## config.mk

```make
export PLATFORM = sky130hd
export DESIGN_NAME = well512a_random_generator_core
export DESIGN_NICKNAME = d
export VERILOG_FILES = /design/src/sv/wrg_pkg.sv /design/src/sv/wrg_ctrl.sv /design/src/sv/wrg_datapath.sv /design/src/sv/well512a_random_generator_core.sv
export VERILOG_INCLUDE_DIRS = /design/src /design/src/sv
export SDC_FILE = /design/constraint.sdc
export NUM_CORES = 2
export LEC_CHECK = 0
export BUFFER_PORTS_ARGS = -buffer_cell sky130_fd_sc_hd__buf_2
export CAP_MARGIN = 40
export CORE_ASPECT_RATIO = 1.75
export CORE_UTILIZATION = 55
export CTS_CLUSTER_SIZE = 24
export DETAILED_ROUTE_END_ITERATION = 12
export PLACE_DENSITY = 0.72
export SLEW_MARGIN = 20
export SYNTH_ARGS = -nofsm -noshare
export SYNTH_HDL_FRONTEND = slang
export SYNTH_SLANG_ARGS = --single-unit
export TNS_END_PERCENT = 1
```

## constraint.sdc

```tcl
create_clock -name i_clk -period 13.5 [get_ports i_clk]
set_input_delay 0.675 -clock i_clk [delete_from_list [all_inputs] [get_ports i_clk]]
set_output_delay 0.675 -clock i_clk [all_outputs]
set_load 0.01 [all_outputs]
```

## src/sv/well512a_random_generator_core_macros.svh

```systemverilog
// ----------------------------------------------------------------------------
// WELL512a generator assertion macros
// Shared concurrent assertion forms used by the core.
// ----------------------------------------------------------------------------
`ifndef WELL512A_RANDOM_GENERATOR_CORE_MACROS_SVH
`define WELL512A_RANDOM_GENERATOR_CORE_MACROS_SVH

// same-cycle implication
`define WRG_ASSERT_NOW(label, clk, rst_n, ante, cons, msg) \
    label: assert property (@(posedge clk) disable iff (!(rst_n)) (ante) |-> (cons)) \
        else $error(msg);

// next-cycle implication
`define WRG_ASSERT_NEXT(label, clk, rst_n, ante, cons, msg) \
    label: assert property (@(posedge clk) disable iff (!(rst_n)) (ante) |=> (cons)) \
        else $error(msg);

`endif

```

## src/sv/wrg_pkg.sv

```systemverilog
// ----------------------------------------------------------------------------
// WELL512a generator package
// Shared types, codes and constants for controller and datapath.
// ----------------------------------------------------------------------------
`timescale 1ns / 1ps

package wrg_pkg;

    localparam int WORDS      = 16;
    localparam int WORD_W     = 32;
    localparam int SEED_W     = 64;
    localparam int SEED_STEPS = WORDS / 2;
    localparam int DIV_BITS   = WORD_W;
    localparam int CNT_W      = $clog2(DIV_BITS);

    localparam logic [1:0] ACT_RESEED = 2'd0;
    localparam logic [1:0] ACT_RAW    = 2'd1;
    localparam logic [1:0] ACT_RANGED = 2'd2;

    localparam logic [WORD_W-1:0] LCG_MUL     = 32'h5DEECE66;
    localparam logic [SEED_W-1:0] LCG_INC     = 64'hB;
    localparam logic [WORD_W-1:0] TEMPER_MASK = 32'hda442d24;

    typedef enum logic [2:0] {
        S_IDLE,
        S_MUL_LO,
        S_MUL_HI,
        S_PUSH,
        S_WELL,
        S_DIV,
        S_DONE
    } t_state;

    typedef struct packed {
        logic load_item;
        logic seed_init;
        logic mul_lo;
        logic mul_hi;
        logic seed_push;
        logic well_step;
        logic div_step;
        logic out_load;
    } t_dp_cmd;

    typedef struct packed {
        logic raw;
        logic span_zero;
        logic out_free;
    } t_dp_status;

endpackage

```

## src/sv/wrg_ctrl.sv

```systemverilog
// ----------------------------------------------------------------------------
// WELL512a generator controller
// Sequences reseed fill, state update, remainder divider and result load.
// ----------------------------------------------------------------------------
`timescale 1ns / 1ps

module wrg_ctrl
    import wrg_pkg::*;
(
    input  logic       i_clk,
    input  logic       i_rst_n,
    input  logic       i_in_valid,
    input  logic [1:0] i_action,
    input  t_dp_status i_status,
    output t_dp_cmd    o_cmd,
    output logic       o_in_stall,
    output logic       o_cfg_ready
);

    t_state           r_state, n_state;
    logic [CNT_W-1:0] r_cnt, n_cnt;
    logic             w_accept;

    assign o_in_stall  = (r_state != S_IDLE);
    assign o_cfg_ready = (r_state == S_IDLE);
    assign w_accept    = i_in_valid && (r_state == S_IDLE);

    always_ff @(posedge i_clk) begin
        if (!i_rst_n) begin
            r_state <= S_IDLE;
            r_cnt   <= '0;
        end else begin
            r_state <= n_state;
            r_cnt   <= n_cnt;
        end
    end

    always_comb begin
        n_state = r_state;
        n_cnt   = r_cnt;
        o_cmd   = '0;
        case (r_state)
            S_IDLE: begin
                if (w_accept) begin
                    o_cmd.load_item = 1'b1;
                    n_cnt           = '0;
                    if (i_action == ACT_RESEED) begin
                        o_cmd.seed_init = 1'b1;
                        n_state         = S_MUL_LO;
                    end else if (i_action == ACT_RAW || i_action == ACT_RANGED) begin
                        n_state = S_WELL;
                    end
                end
            end
            S_MUL_LO: begin
                o_cmd.mul_lo = 1'b1;
                n_state      = S_MUL_HI;
            end
            S_MUL_HI: begin
                o_cmd.mul_hi = 1'b1;
                n_state      = S_PUSH;
            end
            S_PUSH: begin
                o_cmd.seed_push = 1'b1;
                if (r_cnt == CNT_W'(SEED_STEPS - 1)) begin
                    n_state = S_IDLE;
                end else begin
                    n_cnt   = r_cnt + CNT_W'(1);
                    n_state = S_MUL_LO;
                end
            end
            S_WELL: begin
                o_cmd.well_step = 1'b1;
                n_cnt           = '0;
                if (i_status.raw || i_status.span_zero) begin
                    n_state = S_DONE;
                end else begin
                    n_state = S_DIV;
                end
            end
            S_DIV: begin
                o_cmd.div_step = 1'b1;
                n_cnt          = r_cnt + CNT_W'(1);
                if (r_cnt == CNT_W'(DIV_BITS - 1)) begin
                    n_state = S_DONE;
                end
            end
            S_DONE: begin
                if (i_status.out_free) begin
                    o_cmd.out_load = 1'b1;
                    n_state        = S_IDLE;
                end
            end
            default: begin
                n_state = S_IDLE;
            end
        endcase
    end

endmodule

```

## src/sv/wrg_datapath.sv

```systemverilog
// ----------------------------------------------------------------------------
// WELL512a generator datapath
// Rotating state window, seed LCG, restoring divider and output register.
// ----------------------------------------------------------------------------
`timescale 1ns / 1ps

module wrg_datapath
    import wrg_pkg::*;
(
    input  logic                     i_clk,
    input  logic                     i_rst_n,
    input  t_dp_cmd                  i_cmd,
    output t_dp_status               o_status,
    input  logic                     i_cfg_we,
    input  logic [SEED_W-1:0]        i_cfg_seed_value,
    input  logic [1:0]               i_action,
    input  logic signed [WORD_W-1:0] i_range_min,
    input  logic signed [WORD_W-1:0] i_range_max,
    input  logic                     i_out_stall,
    output logic                     o_out_valid,
    output logic [WORD_W-1:0]        o_value
);

    // window slot k holds state word (ring index + k) mod 16
    logic [WORD_W-1:0] r_win [WORDS];
    logic [WORD_W-1:0] n_win [WORDS];

    logic [SEED_W-1:0] r_seed_value;
    logic [SEED_W-1:0] r_seed;
    logic [SEED_W-1:0] r_plo;
    logic [WORD_W-1:0] r_phi;
    logic [1:0]        r_action;
    logic [WORD_W-1:0] r_lo;
    logic [WORD_W-1:0] r_span;
    logic [WORD_W-1:0] r_word;
    logic [WORD_W-1:0] r_rem;
    logic [WORD_W-1:0] r_dvd;
    logic              r_out_valid;
    logic [WORD_W-1:0] r_value;

    logic [WORD_W-1:0] w_z1, w_z2, w_n1, w_z4, w_n0;
    logic [WORD_W-1:0] w_w0, w_wm1, w_wm2, w_wq;
    logic [WORD_W:0]   w_rem_sh, w_rem_diff;
    logic [WORD_W-1:0] w_result;
    logic [WORD_W-1:0] w_mul_a;
    logic [SEED_W-1:0] w_mul_p;

    assign w_w0  = r_win[0];
    assign w_wm1 = r_win[13];
    assign w_wm2 = r_win[9];
    assign w_wq  = r_win[WORDS-1];

    assign w_z1 = (w_w0 ^ (w_w0 << 16)) ^ (w_wm1 ^ (w_wm1 << 15));
    assign w_z2 = w_wm2 ^ (w_wm2 >> 11);
    assign w_n1 = w_z1 ^ w_z2;
    assign w_z4 = w_n1 ^ ((w_n1 << 5) & TEMPER_MASK);
    assign w_n0 = (w_wq ^ (w_wq << 2)) ^ (w_z1 ^ (w_z1 << 18)) ^ (w_z2 << 28) ^ w_z4;

    // one 32x32 multiplier shared by both halves of the LCG step
    assign w_mul_a = i_cmd.mul_hi ? r_seed[SEED_W-1:WORD_W] : r_seed[WORD_W-1:0];
    assign w_mul_p = SEED_W'(w_mul_a) * SEED_W'(LCG_MUL);

    assign w_rem_sh   = {r_rem, r_dvd[WORD_W-1]};
    assign w_rem_diff = w_rem_sh - {1'b0, r_span};

    assign w_result = (r_action == ACT_RAW) ? r_word :
                      (r_span == '0)        ? r_lo + r_word : r_lo + r_rem;

    assign o_status.raw       = (r_action == ACT_RAW);
    assign o_status.span_zero = (r_span == '0);
    assign o_status.out_free  = !r_out_valid || !i_out_stall;

    assign o_out_valid = r_out_valid;
    assign o_value     = r_value;

    always_comb begin
        for (int k = 0; k < WORDS; k++) begin
            n_win[k] = r_win[k];
        end
        if (i_cmd.seed_push) begin
            for (int k = 0; k < WORDS - 2; k++) begin
                n_win[k] = r_win[k+2];
            end
            n_win[WORDS-2] = r_seed[WORD_W-1:0];
            n_win[WORDS-1] = r_seed[SEED_W-1:WORD_W];
        end else if (i_cmd.well_step) begin
            n_win[0] = w_n0;
            n_win[1] = w_n1;
            for (int k = 2; k < WORDS; k++) begin
                n_win[k] = r_win[k-1];
            end
        end
    end

    always_ff @(posedge i_clk) begin
        if (!i_rst_n) begin
            for (int k = 0; k < WORDS; k++) begin
                r_win[k] <= '0;
            end
            r_seed_value <= '0;
            r_out_valid  <= 1'b0;
        end else begin
            for (int k = 0; k < WORDS; k++) begin
                r_win[k] <= n_win[k];
            end
            if (i_cfg_we) begin
                r_seed_value <= i_cfg_seed_value;
            end
            if (i_cmd.out_load) begin
                r_out_valid <= 1'b1;
            end else if (!i_out_stall) begin
                r_out_valid <= 1'b0;
            end
        end
    end

    always_ff @(posedge i_clk) begin
        if (i_cmd.load_item) begin
            r_action <= i_action;
            r_lo     <= $unsigned(i_range_min);
            r_span   <= $unsigned(i_range_max) - $unsigned(i_range_min) + WORD_W'(1);
        end
        if (i_cmd.seed_init) begin
            r_seed <= r_seed_value;
        end
        if (i_cmd.mul_lo) begin
            r_plo <= w_mul_p;
        end
        if (i_cmd.mul_hi) begin
            r_phi <= w_mul_p[WORD_W-1:0];
        end
        if (i_cmd.seed_push) begin
            r_seed <= {r_plo[SEED_W-1:WORD_W] + r_phi, r_plo[WORD_W-1:0]} + LCG_INC;
        end
        if (i_cmd.well_step) begin
            r_word <= w_n0;
            r_dvd  <= w_n0;
            r_rem  <= '0;
        end
        if (i_cmd.div_step) begin
            r_dvd <= {r_dvd[WORD_W-2:0], 1'b0};
            r_rem <= w_rem_diff[WORD_W] ? w_rem_sh[WORD_W-1:0] : w_rem_diff[WORD_W-1:0];
        end
        if (i_cmd.out_load) begin
            r_value <= w_result;
        end
    end

endmodule

```

## src/sv/well512a_random_generator_core.sv

```systemverilog
// ----------------------------------------------------------------------------
// WELL512a random generator core
// Reseed, raw draw and ranged draw over a 512-bit WELL state.
// ----------------------------------------------------------------------------
// A reseed beat fills the state from the seed register (accept, then eight
// LCG steps in states MUL_LO, MUL_HI, PUSH on one shared 32x32 multiplier)
// and returns nothing. A raw draw captures the beat, updates the state and
// loads the output register once the sink no longer holds a stalled result.
// A ranged draw with a nonzero span adds the one-bit-per-cycle restoring
// remainder unit between the state update and the result load. A beat
// with action code 3 is taken and dropped. Input is stalled while an item
// is in progress; a finished result waits in the output register, and the
// next beat can be taken meanwhile. The seed register is written through
// the configuration channel, ready when idle.
`timescale 1ns / 1ps

module well512a_random_generator_core
    import wrg_pkg::*;
(
    input  logic                     i_clk,
    input  logic                     i_rst_n,
    input  logic                     i_cfg_valid,
    output logic                     o_cfg_ready,
    input  logic [SEED_W-1:0]        i_cfg_seed_value,
    input  logic                     i_in_valid,
    output logic                     o_in_stall,
    input  logic [1:0]               i_action,
    input  logic signed [WORD_W-1:0] i_range_min,
    input  logic signed [WORD_W-1:0] i_range_max,
    output logic                     o_out_valid,
    input  logic                     i_out_stall,
    output logic [WORD_W-1:0]        o_value
);

`include "well512a_random_generator_core_macros.svh"

    t_dp_cmd    w_cmd;
    t_dp_status w_status;
    logic       w_cfg_we;

    assign w_cfg_we = i_cfg_valid && o_cfg_ready;

    wrg_ctrl u_ctrl (
        .i_clk       (i_clk),
        .i_rst_n     (i_rst_n),
        .i_in_valid  (i_in_valid),
        .i_action    (i_action),
        .i_status    (w_status),
        .o_cmd       (w_cmd),
        .o_in_stall  (o_in_stall),
        .o_cfg_ready (o_cfg_ready)
    );

    wrg_datapath u_datapath (
        .i_clk            (i_clk),
        .i_rst_n          (i_rst_n),
        .i_cmd            (w_cmd),
        .o_status         (w_status),
        .i_cfg_we         (w_cfg_we),
        .i_cfg_seed_value (i_cfg_seed_value),
        .i_action         (i_action),
        .i_range_min      (i_range_min),
        .i_range_max      (i_range_max),
        .i_out_stall      (i_out_stall),
        .o_out_valid      (o_out_valid),
        .o_value          (o_value)
    );

    // result never overwrites a beat still held by the sink
    `WRG_ASSERT_NOW(a_no_overwrite, i_clk, i_rst_n, w_cmd.out_load, !(o_out_valid && i_out_stall), "result load over a stalled beat")
    // accepted draw keeps the input stalled while it runs
    `WRG_ASSERT_NEXT(a_draw_busy, i_clk, i_rst_n, i_in_valid && !o_in_stall && (i_action == ACT_RAW || i_action == ACT_RANGED), o_in_stall && !o_cfg_ready, "draw accepted without going busy")
    // seed fill and state update never share a cycle
    `WRG_ASSERT_NOW(a_win_excl, i_clk, i_rst_n, w_cmd.seed_push, !w_cmd.well_step && !w_cmd.div_step, "window written by two sources")

endmodule
```

After elaboration in Yosys (flattened, before gate mapping)
Memories as Yosys holds them, arrays and structs flattened.
Cells that the tools add are included.
{"block": "op_classes", "add_sub_neg": 8, "mux": 53, "div_mod_pow": 0, "n_eq_ne": 17, "n_lt_le_gt_ge": 0, "n_mul": 1, "n_shift": 0, "n_reduce_logical": 16, "bitwise_logic": 27}
{"cell": "512-bit two-way mux", "n": 2}
{"cell": "32-bit two-way mux", "n": 24}
{"cell": "32-bit XOR", "n": 10}
{"cell": "64-bit two-way mux", "n": 2}
{"cell": "32-bit adder", "n": 2}
{"cell": "64-bit by 4-bit adder with 64-bit output, second input constant", "n": 1}
{"cell": "32-bit by 30-bit multiplier with 62-bit output, second input constant", "n": 1}
{"cell": "33-bit by 32-bit subtractor with 33-bit output", "n": 1}
{"cell": "31-bit by 32-bit adder with 32-bit output", "n": 1}
{"cell": "32-bit by 1-bit adder with 32-bit output, second input constant", "n": 1}
{"cell": "32-bit logical NOT", "n": 1}
{"cell": "32-bit subtractor", "n": 1}
{"cell": "32-bit by 21-bit XOR with 32-bit output", "n": 1}
{"cell": "3-bit one-hot mux with 7 select lines", "n": 1}
{"cell": "5-bit one-hot mux with 4 select lines", "n": 1}
{"cell": "1-bit OR", "n": 16}
{"cell": "3-bit two-way mux", "n": 5}
{"cell": "1-bit two-way mux", "n": 13}
{"cell": "5-bit two-way mux", "n": 2}
{"cell": "3-bit == test, second input constant", "n": 3}
{"cell": "2-bit by 1-bit inequality test with 1-bit output, second input constant", "n": 4}
{"cell": "3-bit by 2-bit == test with 1-bit output, second input constant", "n": 2}
{"cell": "2-bit two-way mux", "n": 3}
{"cell": "5-bit by 1-bit adder with 5-bit output, second input constant", "n": 1}
{"cell": "17 further kinds", "n": 23}
{"block": "word_totals", "romBits": 0, "in_bits": 135, "memories": 1, "latch_bits": 0, "output_inout_bits": 35, "register_bits": 424, "word_cells": 138, "mem_bits_rw": 512}
{"name": "u_datapath.r_win", "depth": 16, "word_bits": 32, "read_ports": 16, "rd_ports_with_merged_regs": 0, "wr": 16, "line_no": "wrg_datapath.sv:25", "text": "logic [WORD_W-1:0] r_win [WORDS];"}

Depth between registers and ports, before layout
An unclocked memory read counts as a cell.
{"block": "depth", "ltp_word": 10, "mapped_depth": 34, "ltp_nobuf": 31}

Hierarchy
From an unflattened synthesis, not the netlist that was laid out.
{"block": "hier_totals", "cells_unflattened": 7043, "hier_area_um2": 68396.8}
{"mod": "wrg_datapath", "area_each_um2": 67736.2, "instances": 1, "seq_area_each_um2": 22081.2, "cells_each": 6958}
{"mod": "wrg_ctrl", "area_each_um2": 654.4, "instances": 1, "seq_area_each_um2": 160.2, "cells_each": 84}
{"mod": "well512a_random_generator_core", "area_each_um2": 6.3, "instances": 1, "seq_area_each_um2": 0.0, "cells_each": 1}

Worst setup path after synthesis
OpenSTA, ideal clock, no wires.
{"block": "synth_path", "kind": "reg-to-reg", "start": "register u_ctrl.r_state[0]", "end": "register u_datapath.r_plo[54], data pin", "period_less_slack_ns": 9.841, "path_stages_with_launch": 32, "path_slack_ns": 3.659, "t_arrival_ns": 9.575, "required_ns": 13.234, "setup_time_ns": 0.266, "path_buffers": 5, "path_cell_list": "dfxtp_1 > nor3b_1 > clkbuf_1 > clkbuf_1 > clkbuf_1 > clkbuf_1 > mux2i_1 > inv_1 > ha_1 > inv_1 > fa_1 > inv_1 > fa_1 > inv_1 > fa_1 > inv_1 > fa_1 > fa_1 > fa_1 > ha_1 > ha_1 > clkbuf_1 > nand4_1 > nor3_1 > nand4_1 > o21ai_0 > nor2_1 > o41ai_1 > a221oi_1 > o21ba_2 > o21ai_1 > xor2_1"}
{"block": "synth_between", "elab_chain_len": 4}
{"item": "start: declaration", "line_no": "wrg_ctrl.sv:20", "text": "t_state r_state, n_state;"}
{"item": "start signal: assignment", "line_no": "wrg_ctrl.sv:33", "text": "r_state <= n_state;"}
{"item": "3-bit by 2-bit == test with 1-bit output", "line_no": "wrg_ctrl.sv:42", "text": "case (r_state)"}
{"item": "1-bit two-way mux", "line_no": "wrg_ctrl.sv:42"}
{"item": "32-bit two-way mux", "line_no": "wrg_datapath.sv:60", "text": "assign w_mul_a = i_cmd.mul_hi ? r_seed[SEED_W-1:WORD_W] : r_seed[WORD_W-1:0];"}
{"item": "32-bit by 30-bit multiplier with 62-bit output", "line_no": "wrg_datapath.sv:61", "text": "assign w_mul_p = SEED_W'(w_mul_a) * SEED_W'(LCG_MUL);"}
{"item": "named net u_datapath.w_mul_p[54]", "line_no": "wrg_datapath.sv:46", "text": "logic [SEED_W-1:0] w_mul_p;"}
{"item": "end signal: assignment", "line_no": "wrg_datapath.sv:127", "text": "r_plo <= w_mul_p;"}
{"item": "end: declaration", "line_no": "wrg_datapath.sv:30", "text": "logic [SEED_W-1:0] r_plo;"}
The timed path passes the listed nets, and every way through them passes these cells.
A chain may end at the register's enable or synchronous reset.

Final worst setup path
{"block": "layout_path", "start": "register u_ctrl.r_state[1]", "end": "register u_datapath.r_plo[54], data pin"}
The elaborated chain is that of the path after synthesis.

==> flow_summary.ini <==
[place]
placed_cell_area_um2 = 68900
place_congestion = 1.13
hpwl_um = 178000
dp_slack_ns = 3.17
placed_instances = 8582
port_buffers = 169

[yosys]
synth.top_cell.area_share_pct = 17.6
ys_seq_elements = 936
syn-cell-area_um2 = 66700
asyncSetResetFlopFracSynth_pct = 0
synthFlopType = sky130_fd_sc_hd__dfxtp_1
synthesis.area_per_instance_um2 = 9.36
synth_largest_area_cell = sky130_fd_sc_hd__dfxtp_1
synth_sequential_area_ratio_pct = 33.4
yosys_warnings = 0
synth.distinct_cells = 88
number_of_flops_mapped_to_enable_cells_by_yosys = 350
postSynthNetCount = 8190
area_contributors_post_synth = sky130_fd_sc_hd__dfxtp_1 (18%), sky130_fd_sc_hd__edfxtp_1 (16%), sky130_fd_sc_hd__fa_1 (14%)
postSynthCellCount = 7119

[worst_setup_path]
cp_common_cell = sky130_fd_sc_hd__fa_1
cp.required_ns = 13.95
cpMaxStageDelayCell = sky130_fd_sc_hd__o41ai_1
critPathArrivalTime_ns = 10.99
critical-path-max-stage-delay_ns = 0.79
endpoint_kind = flip-flop
path_class = flip-flop to flip-flop
worst-path-max-fanout = 73
worstSetupStartpointType = flip-flop

[timing]
timing.final.crit_share_pct = 78.1
finalHoldViolations = 0
skew_ns = 0.0658
total_negative_setup_slack_ns = 0
finalCriticalPeriod_ns = 10.54
final_max_slew_viol_count = 0
final-setup-viol-count = 0
worstMarginPinSlew_ns = 1.12
slew-limit-headroom_pct = 25.2
grt_setup_unrepaired = no
final.setup.worst_slack_ns = 2.96
maxClockFrequency_ghz = 0.0949

[drt]
initialDrtViolationCount = 4508
vias_after_detailed_routing = 52299
drc = 0
antenna_violating_nets_post_route = 0
drt-wirelength-per-cell_um = 25.6
post_drt_via_cell_ratio = 5.97
number_of_search_and_repair_iterations_in_the_first_detailed_routing_pass = 8
routed_wl_um = 224000

[layout]
final_nets = 8140
mostFrequentLayoutCells = sky130_fd_sc_hd__nand2_1 (1363), sky130_fd_sc_hd__inv_1 (726), sky130_fd_sc_hd__dfxtp_1 (586)
final_layout_size_suffix_gt1_share_pct = 6.93
layout_commonest_cell = sky130_fd_sc_hd__nand2_1
layoutNonFillerInstCount = 8762
fin_area_um2 = 72200
flow.area_growth_from_synthesis_pct = 8.37
fillCellCount = 10469

[hold_path]
hp-class = input pin to flip-flop

[global_route]
gr-usage-all-layers_pct = 36.4
globalRoute.busiestLayer = met2
globalRouteMet1Util_pct = 36.7
groute.layer.met3.usage_pct = 5.85
grt_first_pass_wirelength_um = 327000
overflow_left_after_global_routing = 0
grt_antenna_before_repair = 9
maximum_number_of_pins_on_one_net_before_global_route_repair = 217
met2_usage_pct = 62.8
first_global_vias = 51806

[clock_tree]
tritoncts = yes
post_cts.resized_instances = 0
numCtsBuffers = 90
clk-insertion-delay-late_ns = 0.72
path_clk_slew_ns = 0.07
ctsLongestPathBuffers = 3
post_cts_buffers = 0
clock_tree.root_cell = sky130_fd_sc_hd__clkbuf_16
cts_max_level = 3
cts_sinks = 936
cts_hold_buffers = 0

[floorplanning]
die_width_um = 265
core_region_area_um2 = 120000
fp.dieH_um = 463
start_util_pct = 55.5
pin_count = 170
placementRows = 168
dieArea_um2 = 123000

[job]
maxCapViolations = 0

[status]
status = finished, final reports clean
==> worst max-delay path, delay by kind of cell, from the launching register on <==
kind / cells / cell delay [ns]
adder cells (fa/ha/maj): 9 / 4.51
AO/OA/AOI/OAI: 5 / 1.87
buffers and inverters: 7 / 1.52
AND/OR/NAND/NOR: 6 / 1.23
flip-flops: 1 / 0.54
multiplexers: 1 / 0.43
XOR/XNOR: 1 / 0.08
==> worst paths after layout <==
kind	startpoint	to	slack [ns]	cells after the start
hold reg to reg	u_datapath.r_dvd[0]	u_datapath.r_dvd[0]	0.46	2
setup reg to reg	u_ctrl.r_state[1]	u_datapath.r_plo[54]	2.96	29
setup / recovery	u_ctrl.r_state[1]	u_datapath.r_plo[54]	2.96	29
hold / removal	i_range_min[10]	u_datapath.r_lo[10]	0.15	1
==> through the flow <==
step                hold slack (ns)  utilization, %
floorplan                     0.423               -
global placement              0.442            57.1
detailed placement            0.452            57.4
CTS                           0.110            60.0
global route                  0.128            60.2
finish                        0.148            60.2
==> cell type report <==
class	count	area [µm²]	area share, %
Inverter	729	2740	3.79
Antenna cell	2	5.00	0.00693
Sequential cell	936	22200	30.8
Multi-Input combinational cell	5062	40200	55.7
Clock inverter	51	579	0.802
Timing Repair Buffer	250	1870	2.59
Clock buffer	117	2540	3.52
Tap cell	1615	2020	2.80
==> cell families after synthesis <==
kind of cell               share of synthesized area [%]
AOI/OAI and AO/OA                                   15.2
xor gates and xnor gates                            6.14
adders and majority gates                           22.9
buffers and inverters                               6.33
DFF                                                 33.4
muxes                                               1.62
and+or+nand+nor                                     14.5
==> registers in the layout, summed over array words and instances (netlist names) <==
signal,count
u_datapath.o_value,32
u_datapath.r_action,2
u_datapath.r_seed,64
u_datapath.r_win,512
u_datapath.r_word,32
u_datapath.r_dvd,32
u_datapath.r_seed_value,64
u_datapath.r_span,32
u_datapath.r_phi,31
u_datapath.o_out_valid,1
u_datapath.r_lo,32
u_datapath.r_rem,32
u_ctrl.r_cnt,5
u_datapath.r_plo,62
u_ctrl.r_state,3
==> routing by layer <==
| metal | wire [µm] | part of all wire [%] |
|---|---|---|
| met3 | 11400 | 5.1 |
| met2 | 111000 | 50 |
| met1 | 74300 | 33 |
| met4 | 27100 | 12 |
| met5 | 105 | 0.047 |
==> synthesized netlist by cell type, types with 5 or more instances <==
library cell,number
sky130_fd_sc_hd__nand3b_1,5
sky130_fd_sc_hd__or2_2,8
sky130_fd_sc_hd__o21a_1,15
sky130_fd_sc_hd__o31ai_1,10
sky130_fd_sc_hd__o22ai_1,9
sky130_fd_sc_hd__inv_1,727
sky130_fd_sc_hd__nor4_1,12
sky130_fd_sc_hd__clkbuf_1,372
sky130_fd_sc_hd__ha_1,464
sky130_fd_sc_hd__nor2_1,186
sky130_fd_sc_hd__a22oi_1,34
sky130_fd_sc_hd__and4_1,8
sky130_fd_sc_hd__o21ai_1,7
sky130_fd_sc_hd__fa_1,472
sky130_fd_sc_hd__and3_1,30
sky130_fd_sc_hd__o21ai_0,165
sky130_fd_sc_hd__o211a_1,461
sky130_fd_sc_hd__mux2_2,45
sky130_fd_sc_hd__xor2_1,142
sky130_fd_sc_hd__or3_1,8
sky130_fd_sc_hd__a211oi_1,28
sky130_fd_sc_hd__mux2i_1,57
sky130_fd_sc_hd__buf_1,12
sky130_fd_sc_hd__nand2_1,1365
sky130_fd_sc_hd__dfxtp_1,586
sky130_fd_sc_hd__a21boi_0,115
sky130_fd_sc_hd__o211ai_1,40
sky130_fd_sc_hd__a211o_1,8
sky130_fd_sc_hd__o21bai_1,22
sky130_fd_sc_hd__edfxtp_1,350
sky130_fd_sc_hd__nand2b_1,21
sky130_fd_sc_hd__a31oi_1,19
sky130_fd_sc_hd__a21o_1,98
sky130_fd_sc_hd__nor2b_1,25
sky130_fd_sc_hd__a41oi_1,7
sky130_fd_sc_hd__and2_1,14
sky130_fd_sc_hd__a21oi_1,205
sky130_fd_sc_hd__nand4_1,35
sky130_fd_sc_hd__nand3_1,500
sky130_fd_sc_hd__buf_2,6
sky130_fd_sc_hd__xnor2_1,320
sky130_fd_sc_hd__nor3_1,30
Power is not shown: default switching activity piles up to over one toggle a cycle in this logic, so the estimate is an artifact.
